===== src/rtl/core/fcp_pkg.sv =====
// Shared types, codes and constants of the floppy controller command phases block.
`timescale 1ns / 1ps

package fcp_pkg;

    localparam int CMD_BYTES    = 16;
    localparam int RESULT_BYTES = 8;

    localparam int CMD_IDX_W = $clog2(CMD_BYTES);
    localparam int CMD_CNT_W = $clog2(CMD_BYTES + 1);
    localparam int RES_IDX_W = $clog2(RESULT_BYTES);
    localparam int RES_CNT_W = $clog2(RESULT_BYTES + 1);

    localparam int SECTOR_W = 24;

    // Event kinds
    localparam logic [1:0] MODE_READ  = 2'd0;
    localparam logic [1:0] MODE_WRITE = 2'd1;
    localparam logic [1:0] MODE_DMA   = 2'd2;
    localparam logic [1:0] MODE_POLL  = 2'd3;

    // Register offsets
    localparam logic [2:0] PORT_DOR    = 3'd2;
    localparam logic [2:0] PORT_STATUS = 3'd4;
    localparam logic [2:0] PORT_FIFO   = 3'd5;

    // Controller phases
    localparam logic [1:0] PH_COMMAND = 2'd0;
    localparam logic [1:0] PH_EXEC    = 2'd1;
    localparam logic [1:0] PH_RESULT  = 2'd2;

    // Opcodes (low five bits of the first command byte)
    localparam logic [4:0] OP_MASK        = 5'h1F;
    localparam logic [4:0] OP_SPECIFY     = 5'h03;
    localparam logic [4:0] OP_SENSE_DRIVE = 5'h04;
    localparam logic [4:0] OP_WRITE_DATA  = 5'h05;
    localparam logic [4:0] OP_READ_DATA   = 5'h06;
    localparam logic [4:0] OP_RECALIBRATE = 5'h07;
    localparam logic [4:0] OP_SENSE_INT   = 5'h08;
    localparam logic [4:0] OP_READ_ID     = 5'h0A;
    localparam logic [4:0] OP_SEEK        = 5'h0F;

    localparam logic [7:0] ST0_SENSE_INT  = 8'h20;
    localparam logic [7:0] STATUS_RQM     = 8'h80;
    localparam logic [7:0] STATUS_RESULT  = 8'h50;
    localparam logic [7:0] STATUS_BUSY    = 8'h10;
    localparam int         DOR_RESET_BIT  = 2;

    localparam logic [2:0] RES_LEN_SENSE = 3'd2;
    localparam logic [2:0] RES_LEN_DATA  = 3'd7;

    // Configuration register indexes
    localparam int         CFG_IDX_W   = 1;
    localparam logic [0:0] CFG_HEADS   = 1'b0;
    localparam logic [0:0] CFG_SPT     = 1'b1;
    localparam logic [7:0] HEADS_RESET = 8'd2;
    localparam logic [7:0] SPT_RESET   = 8'd18;

    typedef struct packed {
        logic [1:0] mode;
        logic [2:0] port_offset;
        logic [7:0] write_data;
    } fcp_in_t;

    typedef struct packed {
        logic [7:0]          read_data;
        logic                dma_pending;
        logic                dma_to_memory;
        logic [SECTOR_W-1:0] sector_address;
        logic                sector_load;
        logic                sector_flush;
        logic                irq_taken;
        logic                irq_pending;
    } fcp_out_t;

    // Controller to datapath
    typedef struct packed {
        logic capture;
        logic exec;
        logic mul_a;
        logic mul_b;
        logic emit;
    } fcp_cmd_t;

    // Datapath to controller
    typedef struct packed {
        logic need_mul;
    } fcp_status_t;

    // Whole command length in bytes, opcode included; zero for an unknown opcode.
    function automatic logic [3:0] cmd_total(input logic [7:0] op_byte);
        logic [4:0] op;
        op = op_byte[4:0] & OP_MASK;
        case (op)
            OP_READ_DATA:   cmd_total = 4'd9;
            OP_WRITE_DATA:  cmd_total = 4'd9;
            OP_READ_ID:     cmd_total = 4'd2;
            OP_SPECIFY:     cmd_total = 4'd3;
            OP_RECALIBRATE: cmd_total = 4'd2;
            OP_SEEK:        cmd_total = 4'd3;
            OP_SENSE_DRIVE: cmd_total = 4'd2;
            OP_SENSE_INT:   cmd_total = 4'd1;
            default:        cmd_total = 4'd0;
        endcase
    endfunction

endpackage


===== src/rtl/core/fcp_ctrl.sv =====
// Sequencing state machine and output handshake of the floppy controller block.
`timescale 1ns / 1ps

module fcp_ctrl
    import fcp_pkg::*;
(
    input  logic        clk,
    input  logic        rst_n,
    input  logic        in_valid,
    output logic        in_stall,
    output logic        out_valid,
    input  logic        out_stall,
    input  fcp_status_t status,
    output fcp_cmd_t    cmd
);

    localparam logic [2:0] S_IDLE  = 3'd0;
    localparam logic [2:0] S_EXEC  = 3'd1;
    localparam logic [2:0] S_MUL_A = 3'd2;
    localparam logic [2:0] S_MUL_B = 3'd3;
    localparam logic [2:0] S_EMIT  = 3'd4;

    logic [2:0] state_reg;
    logic [2:0] state_next;
    logic       out_valid_reg;
    logic       out_valid_next;
    logic       out_free;

    assign out_free = !out_valid_reg || !out_stall;
    assign in_stall = (state_reg != S_IDLE);
    assign out_valid = out_valid_reg;

    always_comb
    begin
        state_next  = state_reg;
        cmd         = '0;
        case (state_reg)
            S_IDLE:
            begin
                if (in_valid)
                begin
                    cmd.capture = 1'b1;
                    state_next  = S_EXEC;
                end
            end
            S_EXEC:
            begin
                cmd.exec   = 1'b1;
                state_next = status.need_mul ? S_MUL_A : S_EMIT;
            end
            S_MUL_A:
            begin
                cmd.mul_a  = 1'b1;
                state_next = S_MUL_B;
            end
            S_MUL_B:
            begin
                cmd.mul_b  = 1'b1;
                state_next = S_EMIT;
            end
            S_EMIT:
            begin
                // hold until the output register is free
                if (out_free)
                begin
                    cmd.emit   = 1'b1;
                    state_next = S_IDLE;
                end
            end
            default:
            begin
                state_next = S_IDLE;
            end
        endcase
    end

    always_comb
    begin
        out_valid_next = out_valid_reg;
        if (cmd.emit)
            out_valid_next = 1'b1;
        else if (out_valid_reg && !out_stall)
            out_valid_next = 1'b0;
    end

    always_ff @(posedge clk or negedge rst_n)
    begin
        if (!rst_n)
        begin
            state_reg     <= S_IDLE;
            out_valid_reg <= 1'b0;
        end
        else
        begin
            state_reg     <= state_next;
            out_valid_reg <= out_valid_next;
        end
    end

endmodule


===== src/rtl/core/fcp_datapath.sv =====
// Register file, command and result stores, event decode and sector address unit.
`timescale 1ns / 1ps

module fcp_datapath
    import fcp_pkg::*;
(
    input  logic                 clk,
    input  logic                 rst_n,
    input  fcp_in_t              in_data,
    input  logic                 cfg_write,
    input  logic [CFG_IDX_W-1:0] cfg_index,
    input  logic [7:0]           cfg_data,
    input  fcp_cmd_t             cmd,
    output fcp_status_t          status,
    output fcp_out_t             out_data
);

    // configuration
    logic [7:0] heads_reg;
    logic [7:0] spt_reg;

    // controller state
    logic [7:0]           dor_reg,        dor_next;
    logic [1:0]           phase_reg,      phase_next;
    logic [CMD_CNT_W-1:0] cmd_count_reg,  cmd_count_next;
    logic [3:0]           cmd_needed_reg, cmd_needed_next;
    logic [2:0]           res_len_reg,    res_len_next;
    logic [RES_IDX_W-1:0] res_idx_reg,    res_idx_next;
    logic                 pending_reg,    pending_next;
    logic                 to_mem_reg,     to_mem_next;
    logic                 irq_reg,        irq_next;
    logic [SECTOR_W-1:0]  sector_reg;

    // stores
    logic [7:0] cmd_mem [CMD_BYTES];
    logic [7:0] res_mem [RESULT_BYTES];

    // per-transaction payload
    fcp_in_t    item_reg;
    logic [7:0] rd_reg,    rd_next;
    logic       load_reg,  load_next;
    logic       flush_reg, flush_next;
    logic       taken_reg, taken_next;
    logic [15:0] prod_reg;
    fcp_out_t   out_reg;

    logic       cmd_we;
    logic       res_sense_we;
    logic       res_dma_we;
    logic       need_mul;
    logic [7:0] status_byte;
    logic [7:0] sector_r;

    always_comb
    begin
        status_byte = STATUS_RQM;
        if (phase_reg == PH_RESULT)
            status_byte = status_byte | STATUS_RESULT;
        else if (pending_reg)
            status_byte = status_byte | STATUS_BUSY;
    end

    // event decode, applied in the execute step
    always_comb
    begin
        logic                 accept;
        logic [3:0]           needed_eff;
        logic [3:0]           total;
        logic [CMD_CNT_W-1:0] count_after;
        logic [4:0]           op;
        logic [RES_CNT_W-1:0] idx_plus;

        dor_next        = dor_reg;
        phase_next      = phase_reg;
        cmd_count_next  = cmd_count_reg;
        cmd_needed_next = cmd_needed_reg;
        res_len_next    = res_len_reg;
        res_idx_next    = res_idx_reg;
        pending_next    = pending_reg;
        to_mem_next     = to_mem_reg;
        irq_next        = irq_reg;
        rd_next         = 8'h00;
        load_next       = 1'b0;
        flush_next      = 1'b0;
        taken_next      = 1'b0;
        cmd_we          = 1'b0;
        res_sense_we    = 1'b0;
        res_dma_we      = 1'b0;
        need_mul        = 1'b0;
        accept          = 1'b1;
        needed_eff      = cmd_needed_reg;
        total           = cmd_total(item_reg.write_data);
        count_after     = cmd_count_reg;
        op              = (cmd_count_reg == '0) ? (item_reg.write_data[4:0] & OP_MASK)
                                                : (cmd_mem[0][4:0] & OP_MASK);
        idx_plus        = RES_CNT_W'(res_idx_reg) + RES_CNT_W'(1);

        case (item_reg.mode)
            MODE_READ:
            begin
                if (item_reg.port_offset == PORT_DOR)
                    rd_next = dor_reg;
                else if (item_reg.port_offset == PORT_STATUS)
                    rd_next = status_byte;
                else if (item_reg.port_offset == PORT_FIFO)
                begin
                    if (phase_reg == PH_RESULT && res_idx_reg < RES_IDX_W'(res_len_reg)
                        && RES_CNT_W'(res_idx_reg) < RES_CNT_W'(RESULT_BYTES))
                    begin
                        rd_next      = res_mem[res_idx_reg];
                        res_idx_next = res_idx_reg + RES_IDX_W'(1);
                        if (idx_plus >= RES_CNT_W'(res_len_reg))
                            phase_next = PH_COMMAND;
                    end
                end
            end
            MODE_WRITE:
            begin
                if (item_reg.port_offset == PORT_DOR)
                begin
                    dor_next = item_reg.write_data;
                    // reset released: back to command phase
                    if (!dor_reg[DOR_RESET_BIT] && item_reg.write_data[DOR_RESET_BIT])
                    begin
                        phase_next     = PH_COMMAND;
                        cmd_count_next = '0;
                        irq_next       = 1'b1;
                    end
                end
                else if (item_reg.port_offset == PORT_FIFO && phase_reg == PH_COMMAND)
                begin
                    if (cmd_count_reg == '0)
                    begin
                        if (total == 4'd0)
                            accept = 1'b0;
                        else
                        begin
                            cmd_needed_next = total;
                            needed_eff      = total;
                        end
                    end
                    if (accept)
                    begin
                        if (cmd_count_reg < CMD_CNT_W'(CMD_BYTES))
                        begin
                            cmd_we      = 1'b1;
                            count_after = cmd_count_reg + CMD_CNT_W'(1);
                        end
                        cmd_count_next = count_after;
                        if (count_after == CMD_CNT_W'(needed_eff))
                        begin
                            cmd_count_next = '0;
                            if (op == OP_READ_DATA || op == OP_WRITE_DATA)
                            begin
                                to_mem_next  = (op == OP_READ_DATA);
                                load_next    = (op == OP_READ_DATA);
                                pending_next = 1'b1;
                                phase_next   = PH_EXEC;
                                need_mul     = 1'b1;
                            end
                            else if (op == OP_SENSE_INT)
                            begin
                                res_sense_we = 1'b1;
                                res_len_next = RES_LEN_SENSE;
                                res_idx_next = '0;
                                phase_next   = PH_RESULT;
                            end
                            else
                            begin
                                if (op == OP_RECALIBRATE || op == OP_SEEK)
                                    irq_next = 1'b1;
                                phase_next = PH_COMMAND;
                            end
                        end
                    end
                end
            end
            MODE_DMA:
            begin
                if (pending_reg)
                begin
                    flush_next   = !to_mem_reg;
                    pending_next = 1'b0;
                    res_dma_we   = 1'b1;
                    res_len_next = RES_LEN_DATA;
                    res_idx_next = '0;
                    phase_next   = PH_RESULT;
                    irq_next     = 1'b1;
                end
            end
            MODE_POLL:
            begin
                if (irq_reg)
                begin
                    irq_next   = 1'b0;
                    taken_next = 1'b1;
                end
            end
            default:
            begin
                rd_next = 8'h00;
            end
        endcase
    end

    assign status.need_mul = need_mul;
    assign sector_r = cmd_mem[4];

    always_ff @(posedge clk or negedge rst_n)
    begin
        if (!rst_n)
        begin
            heads_reg      <= HEADS_RESET;
            spt_reg        <= SPT_RESET;
            dor_reg        <= '0;
            phase_reg      <= PH_COMMAND;
            cmd_count_reg  <= '0;
            cmd_needed_reg <= '0;
            res_len_reg    <= '0;
            res_idx_reg    <= '0;
            pending_reg    <= 1'b0;
            to_mem_reg     <= 1'b0;
            irq_reg        <= 1'b0;
            sector_reg     <= '0;
        end
        else
        begin
            if (cfg_write)
            begin
                case (cfg_index)
                    CFG_HEADS: heads_reg <= cfg_data;
                    CFG_SPT:   spt_reg   <= cfg_data;
                    default:   heads_reg <= heads_reg;
                endcase
            end
            if (cmd.exec)
            begin
                dor_reg        <= dor_next;
                phase_reg      <= phase_next;
                cmd_count_reg  <= cmd_count_next;
                cmd_needed_reg <= cmd_needed_next;
                res_len_reg    <= res_len_next;
                res_idx_reg    <= res_idx_next;
                pending_reg    <= pending_next;
                to_mem_reg     <= to_mem_next;
                irq_reg        <= irq_next;
            end
            // second multiply step: scale by sectors per track, add sector offset
            if (cmd.mul_b)
                sector_reg <= SECTOR_W'(prod_reg) * SECTOR_W'(spt_reg)
                            + SECTOR_W'((sector_r != 8'd0) ? (sector_r - 8'd1) : 8'd0);
        end
    end

    always_ff @(posedge clk)
    begin
        if (cmd.capture)
            item_reg <= in_data;
        if (cmd.exec)
        begin
            rd_reg    <= rd_next;
            load_reg  <= load_next;
            flush_reg <= flush_next;
            taken_reg <= taken_next;
            if (cmd_we)
                cmd_mem[cmd_count_reg[CMD_IDX_W-1:0]] <= item_reg.write_data;
            if (res_sense_we)
            begin
                res_mem[0] <= ST0_SENSE_INT;
                res_mem[1] <= 8'h00;
            end
            if (res_dma_we)
            begin
                res_mem[0] <= 8'h00;
                res_mem[1] <= 8'h00;
                res_mem[2] <= 8'h00;
                res_mem[3] <= cmd_mem[2];
                res_mem[4] <= cmd_mem[3];
                res_mem[5] <= cmd_mem[4] + 8'd1;
                res_mem[6] <= cmd_mem[5];
            end
        end
        // first multiply step: cylinder times heads plus head
        if (cmd.mul_a)
            prod_reg <= (16'(cmd_mem[2]) * 16'(heads_reg)) + 16'(cmd_mem[3]);
        if (cmd.emit)
        begin
            out_reg.read_data      <= rd_reg;
            out_reg.dma_pending    <= pending_reg;
            out_reg.dma_to_memory  <= to_mem_reg;
            out_reg.sector_address <= sector_reg;
            out_reg.sector_load    <= load_reg;
            out_reg.sector_flush   <= flush_reg;
            out_reg.irq_taken      <= taken_reg;
            out_reg.irq_pending    <= irq_reg;
        end
    end

    assign out_data = out_reg;

endmodule


===== src/rtl/core/floppy_controller_command_phases.sv =====
// Top level of the floppy controller command phases block.
`timescale 1ns / 1ps
//
// One input transaction is one host event: a bus read, a bus write, a DMA
// completion or an interrupt poll. Each event gives exactly one result
// transaction carrying the read byte, the transfer state, the sector address,
// the load/flush/taken pulses and the interrupt level after the event.
// Both channels use valid/stall; a transaction moves when valid is high and
// stall is low. heads and sectors_per_track must be written through the
// plain cfg_write/cfg_index/cfg_data port while the block is idle; the block
// does not enforce this. An event is captured on acceptance, decoded in the
// execute step and put in the output register by the emit step; the FIFO
// write that completes a Read Data or Write Data command also passes, between
// execute and emit, the two multiply steps that form its sector address.
// The controller sequences one event at a time and takes no new event before
// the last one is emitted. A waiting result sits in the output register; the
// next event is accepted meanwhile and is held before its own emit step while
// the receiver stalls. Reset clears DOR, phase, counts, flags and sector
// address and restores heads 2 and 18 sectors per track; no result is valid.
//
module floppy_controller_command_phases
    import fcp_pkg::*;
(
    input  logic                 clk,
    input  logic                 rst_n,
    input  logic                 in_valid,
    output logic                 in_stall,
    input  fcp_in_t              in_data,
    output logic                 out_valid,
    input  logic                 out_stall,
    output fcp_out_t             out_data,
    input  logic                 cfg_write,
    input  logic [CFG_IDX_W-1:0] cfg_index,
    input  logic [7:0]           cfg_data
);

    fcp_cmd_t    cmd;
    fcp_status_t status;

    fcp_ctrl u_ctrl (
        .clk       (clk),
        .rst_n     (rst_n),
        .in_valid  (in_valid),
        .in_stall  (in_stall),
        .out_valid (out_valid),
        .out_stall (out_stall),
        .status    (status),
        .cmd       (cmd)
    );

    fcp_datapath u_datapath (
        .clk       (clk),
        .rst_n     (rst_n),
        .in_data   (in_data),
        .cfg_write (cfg_write),
        .cfg_index (cfg_index),
        .cfg_data  (cfg_data),
        .cmd       (cmd),
        .status    (status),
        .out_data  (out_data)
    );

`ifndef NO_ASSERTIONS
    a_accept_exec: assert property (@(posedge clk) disable iff (!rst_n)
        (in_valid && !in_stall) |=> cmd.exec)
        else $error("accepted transaction not executed next cycle");

    a_emit_free: assert property (@(posedge clk) disable iff (!rst_n)
        cmd.emit |-> !(out_valid && out_stall))
        else $error("result emitted over a stalled result");

    a_mul_seq: assert property (@(posedge clk) disable iff (!rst_n)
        cmd.mul_a |=> cmd.mul_b)
        else $error("sector multiply steps out of order");

    a_valid_from_emit: assert property (@(posedge clk) disable iff (!rst_n)
        $rose(out_valid) |-> $past(cmd.emit))
        else $error("output valid raised without an emit step");
`endif

endmodule

===== config.mk =====
export PLATFORM = sky130hd
export DESIGN_NAME = floppy_controller_command_phases
export DESIGN_NICKNAME = d
export VERILOG_FILES = /design/src/rtl/core/fcp_pkg.sv /design/src/rtl/core/fcp_ctrl.sv /design/src/rtl/core/fcp_datapath.sv /design/src/rtl/core/floppy_controller_command_phases.sv
export SDC_FILE = /design/constraint.sdc
export NUM_CORES = 1
export LEC_CHECK = 0
export ABC_AREA = 1
export BUFFER_PORTS_ARGS = -buffer_cell sky130_fd_sc_hd__buf_4
export CAP_MARGIN = 20
export CELL_PAD_IN_SITES_DETAIL_PLACEMENT = 0
export CELL_PAD_IN_SITES_GLOBAL_PLACEMENT = 1
export CORE_AREA = 10 10 160 222
export CTS_BUF_LIST = sky130_fd_sc_hd__clkbuf_4 sky130_fd_sc_hd__clkbuf_8 sky130_fd_sc_hd__clkbuf_16
export DETAILED_ROUTE_END_ITERATION = 12
export DIE_AREA = 0 0 170 232
export GPL_TIMING_DRIVEN = 0
export PLACE_DENSITY_LB_ADDON = 0.1
export REMOVE_ABC_BUFFERS = 1
export SLEW_MARGIN = 5
export SYNTH_ARGS = -nofsm -noshare
export SYNTH_HDL_FRONTEND = slang
export SYNTH_HIERARCHICAL = 1
export SYNTH_SLANG_ARGS = --single-unit
export TNS_END_PERCENT = 1

===== constraint.sdc =====
create_clock -name clk -period 9.3 [get_ports clk]
set_clock_uncertainty 0.15 [all_clocks]
set_input_delay 0 -clock clk [delete_from_list [all_inputs] [get_ports clk]]
set_output_delay 0 -clock clk [all_outputs]
set_load 0.005 [all_outputs]

==> flow_metrics.tcl, run 1 <==
set metrics [dict create \
    status "complete, no violations" \
    layout.nets 2140 \
    cts_max_path_buffers 3 \
    num_io_pins 67 \
    slew_viol_final 0 \
    syn_area_um2 16380 \
    synthTopCellsByCount "429 x inv_1, 421 x nand2_1, 150 x fa_1, 148 x edfxtp_1, 100 x ha_1" \
    synth.area.top_cells "edfxtp_1 27%, fa_1 18%, dfrtp_1 10%" \
    grt_max_degree 72 \
    synth_edf_count 148 \
    p_leak_nw 9.380 \
    path_class "flop to flop" \
    first_iter_violations 676 \
    cts.sinks 222 \
    clkTransAtPathRegs_ns 0.07 \
    cts_setup_buffers 0 \
    worst_pin_slew_ns 1.021 \
    power_mw 4.328 \
    crit_fanout 13 \
    postSynthCellCount 1799 \
    start_util_pct 52.32 \
    cap_violations 0 \
    fin_setup_tns_ns 0 \
    area_growth_pct 11.84 \
    required_ns 9.54 \
    grt_overflow_total 0 \
    synthMuxAreaShare_pct 0.06873 \
    grt_pass1_wl_um 61260 \
    antenna_found_initial 0 \
    core_um2 31310 \
    largest_reg_flops 38 \
    avgSynthCellArea_um2 9.107 \
    period_needed_ns 6.188 \
    drc_errors 0 \
    io_buffers 66 \
    yosysMostFrequentCell "inv_1" \
    diodes 0 \
    worstPathArrival_ns 6.43 \
    rows 77 \
    synth_top_area_cell "edfxtp_1" \
    vias_per_cell 5.079 \
    yosys_warnings 6 \
    ant_nets 0 \
    power.density_nw_per_um2 236.2 \
    gp_congestion 0.8621 \
    finalWirelength_um 36820 \
    cts_root_buffer "clkbuf_16" \
    wl_per_cell_um 16.19 \
    synth_cell_types 52 \
    die_area_um2 39440 \
    cts_tree "built" \
    drive_above_1_share_pct 8.457 \
    ir_drop_uv 170.0 \
    period_share_pct 66.54 \
    yosys.area.top_type_share_pct 27.13 \
    synth_xor_xnor_area_share_pct 1.925 \
    ys_seq_area_share_pct 38.36 \
    synth_ff_type "edfxtp_1" \
    relSlewSlack_pct 31.96 \
    die_h_um 232 \
    synthArstFlopShare_pct 31.98 \
    critPathLaunchType "flop" \
    htreeDepth 1 \
    die_w_um 170 \
    synthSimpleGateAreaFrac_pct 15.42 \
    insertion_delay_ns 0.53 \
    fmax_mhz 161.6 \
    ys_ff_latch 222 \
    yosys.area_share.adder_pct 25.97 \
    first_global_vias 12200 \
    setup_viol 0 \
    num_vias 11550 \
    first_pass_iters 5 \
    synth_top_family_by_area "adder cells" \
    hold_class "primary input to async pin" \
    cts_made_buffers 23 \
    synth_compound_area_share_pct 6.705 \
    cp-end-kind "flop" \
    finalHoldViolations 0 \
    rsz0062_at_grt "false" \
    track_usage_pct 19.35 \
    hpwl_um 28950 \
]
## worst max-delay path: stages, from the launching register on
cell      delay, ns
edfxtp_1       0.44
inv_1          0.19
ha_1           0.22
nand2_1        0.11
nor4_1         0.21
nand2_1        0.56
fa_1           0.72
inv_1          0.05
fa_1           0.48
fa_1           0.50
inv_1          0.06
fa_1           0.53
inv_1          0.04
ha_1           0.34
a21oi_1        0.26
a21boi_0       0.36
inv_1          0.10
nand2_1        0.08
nand2_1        0.08
a21oi_1        0.18
xor2_1         0.25
o21ai_0        0.11
## timing repair
| action | CTS | global route |
|---|---|---|
| hold buffers | 29 | 0 |
| endpoints found under the hold margin | 130 | 0 |
| resized for setup | 0 | 0 |
## cells in the final DEF, fill, tap and decap left out, drive strengths merged, types with 4 or more instances in the layout
master	netlist	layout
inv	436	439
xnor2	14	14
dfrtp	68	68
o21ai	90	90
edfxtp	148	148
a21oi	50	50
o21bai	4	4
xor2	22	22
or2	6	6
nand2	431	431
a31oi	11	11
clkinv	1	4
ha	100	100
nand4	16	16
nor2	69	69
clkbuf	60	32
o211ai	8	8
nor4	8	8
fa	150	150
a211oi	4	4
nor3	11	11
nand3	54	54
buf	3	73
o22ai	7	7
dlygate4sd3	0	29
o21a	4	4
## cell type report
cell class,instances,area (µm²)
fillers,2804,12990
multi-input cells,1077,8228
flip-flops and latches,222,6285
inverters,437,1643
repair buffers,102,883.3
clock buffers,32,649.4
well taps,395,494.2
clock inverters,10,140.1
## stage by stage
step	area, µm²	std cells	hold slack (ns)	utilization, %	worst slack, ns
floorplan	16130	1736	-0.4456	-	4.144
global placement	17120	2197	0.02790	54.69	3.202
detailed placement	17210	2202	0.02930	54.96	3.117
CTS	18290	2273	0.01199	58.41	3.100
global route	18320	2275	0.03027	58.52	2.779
finish	18320	2275	0.03506	58.52	3.112
## power by group
group / switching [mW] / total, mW / internal (mW)
logic: 1.31 / 2.05 / 0.740
registers: 0.117 / 1.32 / 1.20
clock network: 0.383 / 0.960 / 0.576
## final timing paths
check,slack [ns],end,startpoint,cells after the start
max reg2reg,3.11,u_datapath/sector_reg[17]$_DFFE_PN0P_,u_datapath/cmd_mem[4][0]$_DFFE_PP_,21
min in group clk,0.04,u_datapath/item_reg[8]$_DFFE_PP_,in_data[8],2
min reg2reg,0.26,u_datapath/res_mem[6][5]$_DFFE_PP_,u_datapath/cmd_mem[5][5]$_DFFE_PP_,0
min,0.04,u_datapath/sector_reg[14]$_DFFE_PN0P_,rst_n,2
max,3.11,u_datapath/sector_reg[17]$_DFFE_PN0P_,u_datapath/cmd_mem[4][0]$_DFFE_PP_,21
max in group asynchronous,8.29,u_datapath/heads_reg[0]$_DFFE_PN0P_,rst_n,2
## per-layer routing
| layer | global-route usage, % | vias up | wire length (µm) |
|---|---|---|---|
| met4 | 6.843 | 0 | 1137 |
| met3 | 2.076 | 73 | 1097 |
| met5 | 0 | - | 0 |
| li1 | - | 5673 | - |
| met2 | 36.48 | 208 | 20140 |
| met1 | 21.96 | 5600 | 14450 |
## cell families (layout without fill, tap and decap cells)
family          after synthesis  after routing
simple gates                597            597
buf+inv                     500            581
fa+ha+maj                   250            250
flops                       222            222
compound gates              193            193
xor+xnor                     36             36
mux                           1              1
(Power assumes the default switching activity.)
==> inputs of run 2 (changes only) <==
Settings changed: CORE_AREA 10 10 160 222 to 10 10 166 230, DIE_AREA 0 0 170 232 to 0 0 176 240.
Clock period 9.3 ns to 5.95 ns, I/O delays scaled along.
==> run 2 against run 1 <==
Net effect:
- final cell count is 3.1% higher
- combinational power rose by 57%
- worst setup slack got worse by 2.8 ns
- hold slack worse by 0.017 ns
- clock power increased by 65%
- sequential power increased by 56%
- sequential cell count unchanged
- critical endpoint is now u_datapath/sector_reg[23]$_DFFE_PN0P_
- routed wire length is 1.6% higher
==> flow_metrics.tcl, run 2 (synthesis results as in run 1) <==
set metrics [dict create \
    start_util_pct 48.42 \
    required_ns 6.24 \
    vias_per_cell 4.948 \
    grt_pass1_wl_um 61060 \
    layout_commonest_cell "inv_1" \
    cts_tree "built" \
    layout.nets 2154 \
    track_usage_pct 17.97 \
    critPathLaunchType "flop" \
    hold_class "primary input to flop" \
    status "complete, no violations" \
    num_vias 11600 \
    first_iter_violations 625 \
    core_um2 33830 \
    die_area_um2 42240 \
    power.density_nw_per_um2 367.9 \
    sequentialPowerShare_pct 30.1 \
    finalHoldViolations 0 \
    grt_max_degree 72 \
    cts_root_buffer "clkbuf_16" \
    relSlewSlack_pct 30.64 \
    insertion_delay_ns 0.55 \
    period_needed_ns 5.594 \
    cap_violations 0 \
    io_buffers 66 \
    die_w_um 176 \
    drive_above_1_share_pct 8.659 \
    die_h_um 240 \
    htreeDepth 1 \
    fillers 3192 \
    first_pass_iters 6 \
    setup_viol 0 \
    dpl.cell_count 2258 \
    cts_made_buffers 23 \
    power.switching_mw 2.844 \
    p_sw_share_pct 41.54 \
    p_leak_nw 9.474 \
    hpwl_um 29360 \
    first_global_vias 12160 \
    gp_congestion 0.9892 \
    area_growth_pct 13.56 \
    clkTransAtPathRegs_ns 0.07 \
    worstPathArrival_ns 5.89 \
    final_cell_mix "429 x inv_1, 420 x nand2_1, 150 x fa_1, 148 x edfxtp_1, 100 x ha_1" \
    worst_pin_slew_ns 1.037 \
    cts_max_path_buffers 3 \
    cp-end-kind "flop" \
    rsz0062_at_grt "false" \
    ir_drop_uv 247.3 \
    power_mw 6.845 \
    comb_power_share_pct 46.9 \
    largest_reg_flops 38 \
    diodes 0 \
    antenna_found_initial 0 \
    clkPwrFrac_pct 23.0 \
    finalWirelength_um 37400 \
    rows 80 \
    ant_nets 0 \
    grt_overflow_total 0 \
    fmax_mhz 178.8 \
    wl_per_cell_um 15.95 \
    instances_no_fill 2345 \
    slew_viol_final 0 \
    drc_errors 0 \
    intPower_mw 4.001 \
    num_io_pins 67 \
    cts.sinks 222 \
    period_share_pct 94.02 \
    crit_fanout 9 \
    path_class "flop to flop" \
]
==> run 2: layout make-up <==
cell class,count,area [µm²],share of cell area [%]
multi-input combinational,1077,8238,44.28
tap,451,564.3,3.033
sequential,222,6285,33.78
inverter,437,1643,8.830
timing repair buffer,116,1041,5.596
clock buffer,30,646.9,3.477
clock inverter,12,186.4,1.002
==> run 2: final timing paths <==
path                                                    start                                    end  slack, ns  depth (start not counted)
max                        u_datapath/cmd_mem[4][0]$_DFFE_PP_  u_datapath/sector_reg[23]$_DFFE_PN0P_       0.36                         22
min                                                in_data[8]       u_datapath/item_reg[8]$_DFFE_PP_       0.02                          2
max reg2reg                u_datapath/cmd_mem[4][0]$_DFFE_PP_  u_datapath/sector_reg[23]$_DFFE_PN0P_       0.36                         22
min reg2reg                u_datapath/cmd_mem[5][4]$_DFFE_PP_     u_datapath/res_mem[6][4]$_DFFE_PP_       0.27                          0
max in group asynchronous                               rst_n      u_datapath/dor_reg[1]$_DFFE_PN0P_       4.66                          4
min in group asynchronous                               rst_n  u_datapath/sector_reg[14]$_DFFE_PN0P_       0.36                          3
==> run 2: repair_timing <==
action	in CTS	in global routing
pin swaps	0	1
hold buffers	39	1
gates resized for setup	1	2
setup buffers	0	3
endpoints found under the hold margin	130	32
endpoints found under the setup margin	10	8
==> run 2: power by group through the flow <==
stage / logic, mW / registers, mW / clock network (mW)
6_report: 3.21 / 2.06 / 1.58
4_1_cts: 3.23 / 2.06 / 1.62
5_1_grt: 3.64 / 2.08 / 1.68
3_3_place_gp: 3.13 / 2.09 / 0
2_1_floorplan: 2.27 / 2.03 / 0
3_5_place_dp: 3.19 / 2.09 / 0
==> run 2: per-stage QoR <==
| step | setup slack, ns | instance area (µm²) | utilization (%) | TNS [ns] | hold WS, ns |
|---|---|---|---|---|---|
| 2_1_floorplan | 0.7940 | 16130 | - | 0 | -0.4456 |
| 3_3_place_gp | -0.1368 | 17190 | 50.82 | -0.2325 | 0.02842 |
| 3_5_place_dp | -0.1974 | 17300 | 51.14 | -0.6010 | 0.02926 |
| 4_1_cts | 0.05669 | 18530 | 54.76 | 0 | 0.0007478 |
| 5_1_grt | 0.01586 | 18600 | 54.99 | 0 | 0.01962 |
| 6_report | 0.3557 | 18600 | 54.99 | 0 | 0.01801 |
==> run 2: critical path: stages, from the launching register on <==
cell and delay (ns):
edfxtp_1 0.44, inv_1 0.20, ha_1 0.22, nand2_1 0.11, nor4_1 0.26, nand2_2 0.17
buf_12 0.18, fa_1 0.47, inv_1 0.05, fa_1 0.46, fa_1 0.50, inv_1 0.06
fa_1 0.53, inv_1 0.04, ha_1 0.37, a21oi_1 0.31, o21ai_0 0.19, a21o_1 0.20
nand2_1 0.06, nand3_1 0.08, or2_2 0.28, nand3_1 0.07, nand2_1 0.06
==> run 2: metal layers <==
metal  track usage, %  part of all wire, %  vias to the layer above
li1                 -                    -                     5696
met1            19.70                   39                     5678
met2            34.84                   55                      167
met3            2.088                  3.1                       61
met4            5.896                  2.8                        0
met5                0                    0                        -
==> inputs of run 3 (changes only) <==
Settings changed: HOLD_SLACK_MARGIN from default to 0.12.
==> run 3 against run 2 <==
Net effect:
- sequential cell count unchanged
- sequential share of layout area decreased by 0.19 points
- largest cell class unchanged
- critical endpoint unchanged
- total power increased by 0.14%
- largest power group unchanged
==> flow_metrics.tcl, run 3 (synthesis results as in run 1) <==
set metrics [dict create \
    dp_slack_ns -0.1974 \
    fillers 3183 \
    worst_pin_slew_ns 1.029 \
    period_needed_ns 5.591 \
    period_share_pct 93.96 \
    crit_fanout 9 \
    antenna_found_initial 0 \
    dpl_cell_area_um2 17300 \
    min_to "u_datapath/heads_reg[1]$_DFFE_PN1P_" \
    min-delay-start "cfg_data[1]" \
    area_growth_pct 14.21 \
    relSlewSlack_pct 31.11 \
    vias_per_cell 4.956 \
    layout_commonest_cell "inv_1" \
    r2r-start "u_datapath/cmd_mem[4][0]$_DFFE_PP_" \
    first_global_vias 12220 \
    r2r-end "u_datapath/sector_reg[23]$_DFFE_PN0P_" \
    first_iter_violations 563 \
    p_leak_nw 9.519 \
    cts_root_buffer "clkbuf_16" \
    io_buffers 66 \
    fin_setup_tns_ns 0 \
    largest_reg_flops 38 \
    instances_no_fill 2355 \
    insertion_delay_ns 0.55 \
    num_io_pins 67 \
    ir_drop_uv 247.4 \
    fin_ws_ns 0.3594 \
    die_w_um 176 \
    wl_met2_um 20970 \
    finalHoldViolations 0 \
    worstPathArrival_ns 5.88 \
    die_h_um 240 \
    diodes 0 \
    sequentialPowerShare_pct 30.1 \
    highest_layer "met4" \
    die_area_um2 42240 \
    start_util_pct 48.42 \
    first_pass_iters 7 \
    cap_violations 0 \
    fmax_mhz 178.9 \
    grt_max_degree 69 \
    rsz0062_at_grt "false" \
    layout.nets 2164 \
    hpwl_um 29360 \
    dr_wl_met3_um 1203 \
    gp_congestion 0.9892 \
    min_delay_path_depth 4 \
    reg2reg_depth 22 \
    grt_pass1_wl_um 61580 \
    intPower_mw 4.007 \
    final_cell_mix "429 x inv_1, 420 x nand2_1, 150 x fa_1, 148 x edfxtp_1, 100 x ha_1" \
    comb_power_share_pct 46.9 \
    clkPwrFrac_pct 23.0 \
    drt-met1-wl_um 14540 \
    setup_viol 0 \
    finalWirelength_um 37760 \
    htreeDepth 1 \
    hold_class "primary input to flop" \
    dpl.cell_count 2258 \
    critPathLaunchType "flop" \
    path_class "flop to flop" \
    cts_made_buffers 23 \
    cts_max_path_buffers 3 \
    cts.sinks 222 \
    status "complete, no violations" \
    reg2reg_slack_ns 0.36 \
    drive_above_1_share_pct 8.613 \
    grt_overflow_total 0 \
    core_um2 33830 \
    rows 80 \
    num_vias 11670 \
    cp-end-kind "flop" \
    clkTransAtPathRegs_ns 0.07 \
    drc_errors 0 \
    power.switching_mw 2.848 \
    wl_per_cell_um 16.03 \
    p_sw_share_pct 41.55 \
    cts_tree "built" \
    slew_viol_final 0 \
    required_ns 6.24 \
    track_usage_pct 18.16 \
    power.density_nw_per_um2 366.3 \
    final_cell_area_um2 18710 \
    ant_nets 0 \
]
run 3: cell types whose count changed in the layout (fill, tap and decap cells not counted), sizes merged:
cell,change
dlygate4sd3,+10
run 3: metal layers:
layer | global-route usage, % | vias up
li1 | - | 5720
met1 | 19.84 | 5704
met2 | 35.35 | 184
met3 | 2.088 | 64
met4 | 5.896 | 0
met5 | 0 | -
run 3: per-stage QoR:
| stage | util [%] | total power, mW | hold slack (ns) |
|---|---|---|---|
| after floorplan | - | 4.299 | -0.4456 |
| after global placement | 50.82 | 5.227 | 0.02842 |
| after detailed placement | 51.14 | 5.285 | 0.02926 |
| after CTS | 55.17 | 6.924 | 0.1420 |
| after global routing | 55.31 | 7.408 | 0.1814 |
| final | 55.31 | 6.855 | 0.1607 |
run 3: power by group through the flow:
stage,Combinational [mW],Clock [mW],Sequential [mW]
finish,3.22,1.58,2.06
global route,3.65,1.68,2.08
CTS,3.24,1.62,2.06
detailed placement,3.19,0,2.09
global placement,3.13,0,2.09
floorplan,2.27,0,2.03
run 3: repair_timing:
item | CTS | global route
endpoints found under the hold margin | 157 | 0
gates resized for setup | 1 | 2
endpoints found under the setup margin | 10 | 8
pin swaps | 0 | 1
hold buffers | 51 | 0
cloned | 0 | 0
buffers inserted | 0 | 3
run 3: layout make-up:
type	instances	area, µm²	area share, %
Multi-Input combinational cell	1077	8238	44.03
Sequential cell	222	6285	33.59
Inverter	437	1643	8.780
Timing Repair Buffer	126	1149	6.138
Clock buffer	30	646.9	3.457
Tap cell	451	564.3	3.016
Clock inverter	12	186.4	0.9963
run 3: critical path: stages, from the launching register on:
cell	delay (ns)
edfxtp_1	0.44
inv_1	0.20
ha_1	0.22
nand2_1	0.11
nor4_1	0.26
nand2_2	0.17
buf_12	0.18
fa_1	0.48
inv_1	0.05
fa_1	0.46
fa_1	0.50
inv_1	0.06
fa_1	0.53
inv_1	0.04
ha_1	0.37
a21oi_1	0.31
o21ai_0	0.19
a21o_1	0.20
nand2_1	0.06
nand3_1	0.09
or2_2	0.28
nand3_1	0.07
nand2_1	0.06
run 3: how the worst max path moves through the flow:
stage	slack [ns]	end	startpoint
floorplan	0.79	u_datapath/sector_reg[17]$_DFFE_PN0P_	u_datapath/cmd_mem[4][0]$_DFFE_PP_
finish	0.36	u_datapath/sector_reg[23]$_DFFE_PN0P_	u_datapath/cmd_mem[4][0]$_DFFE_PP_
global placement	-0.14	u_datapath/sector_reg[17]$_DFFE_PN0P_	u_datapath/cmd_mem[4][0]$_DFFE_PP_
global route	0.02	u_datapath/sector_reg[17]$_DFFE_PN0P_	u_datapath/cmd_mem[4][5]$_DFFE_PP_
CTS	0.06	u_datapath/sector_reg[17]$_DFFE_PN0P_	u_datapath/cmd_mem[4][0]$_DFFE_PP_
detailed placement	-0.20	u_datapath/sector_reg[17]$_DFFE_PN0P_	u_datapath/cmd_mem[4][0]$_DFFE_PP_
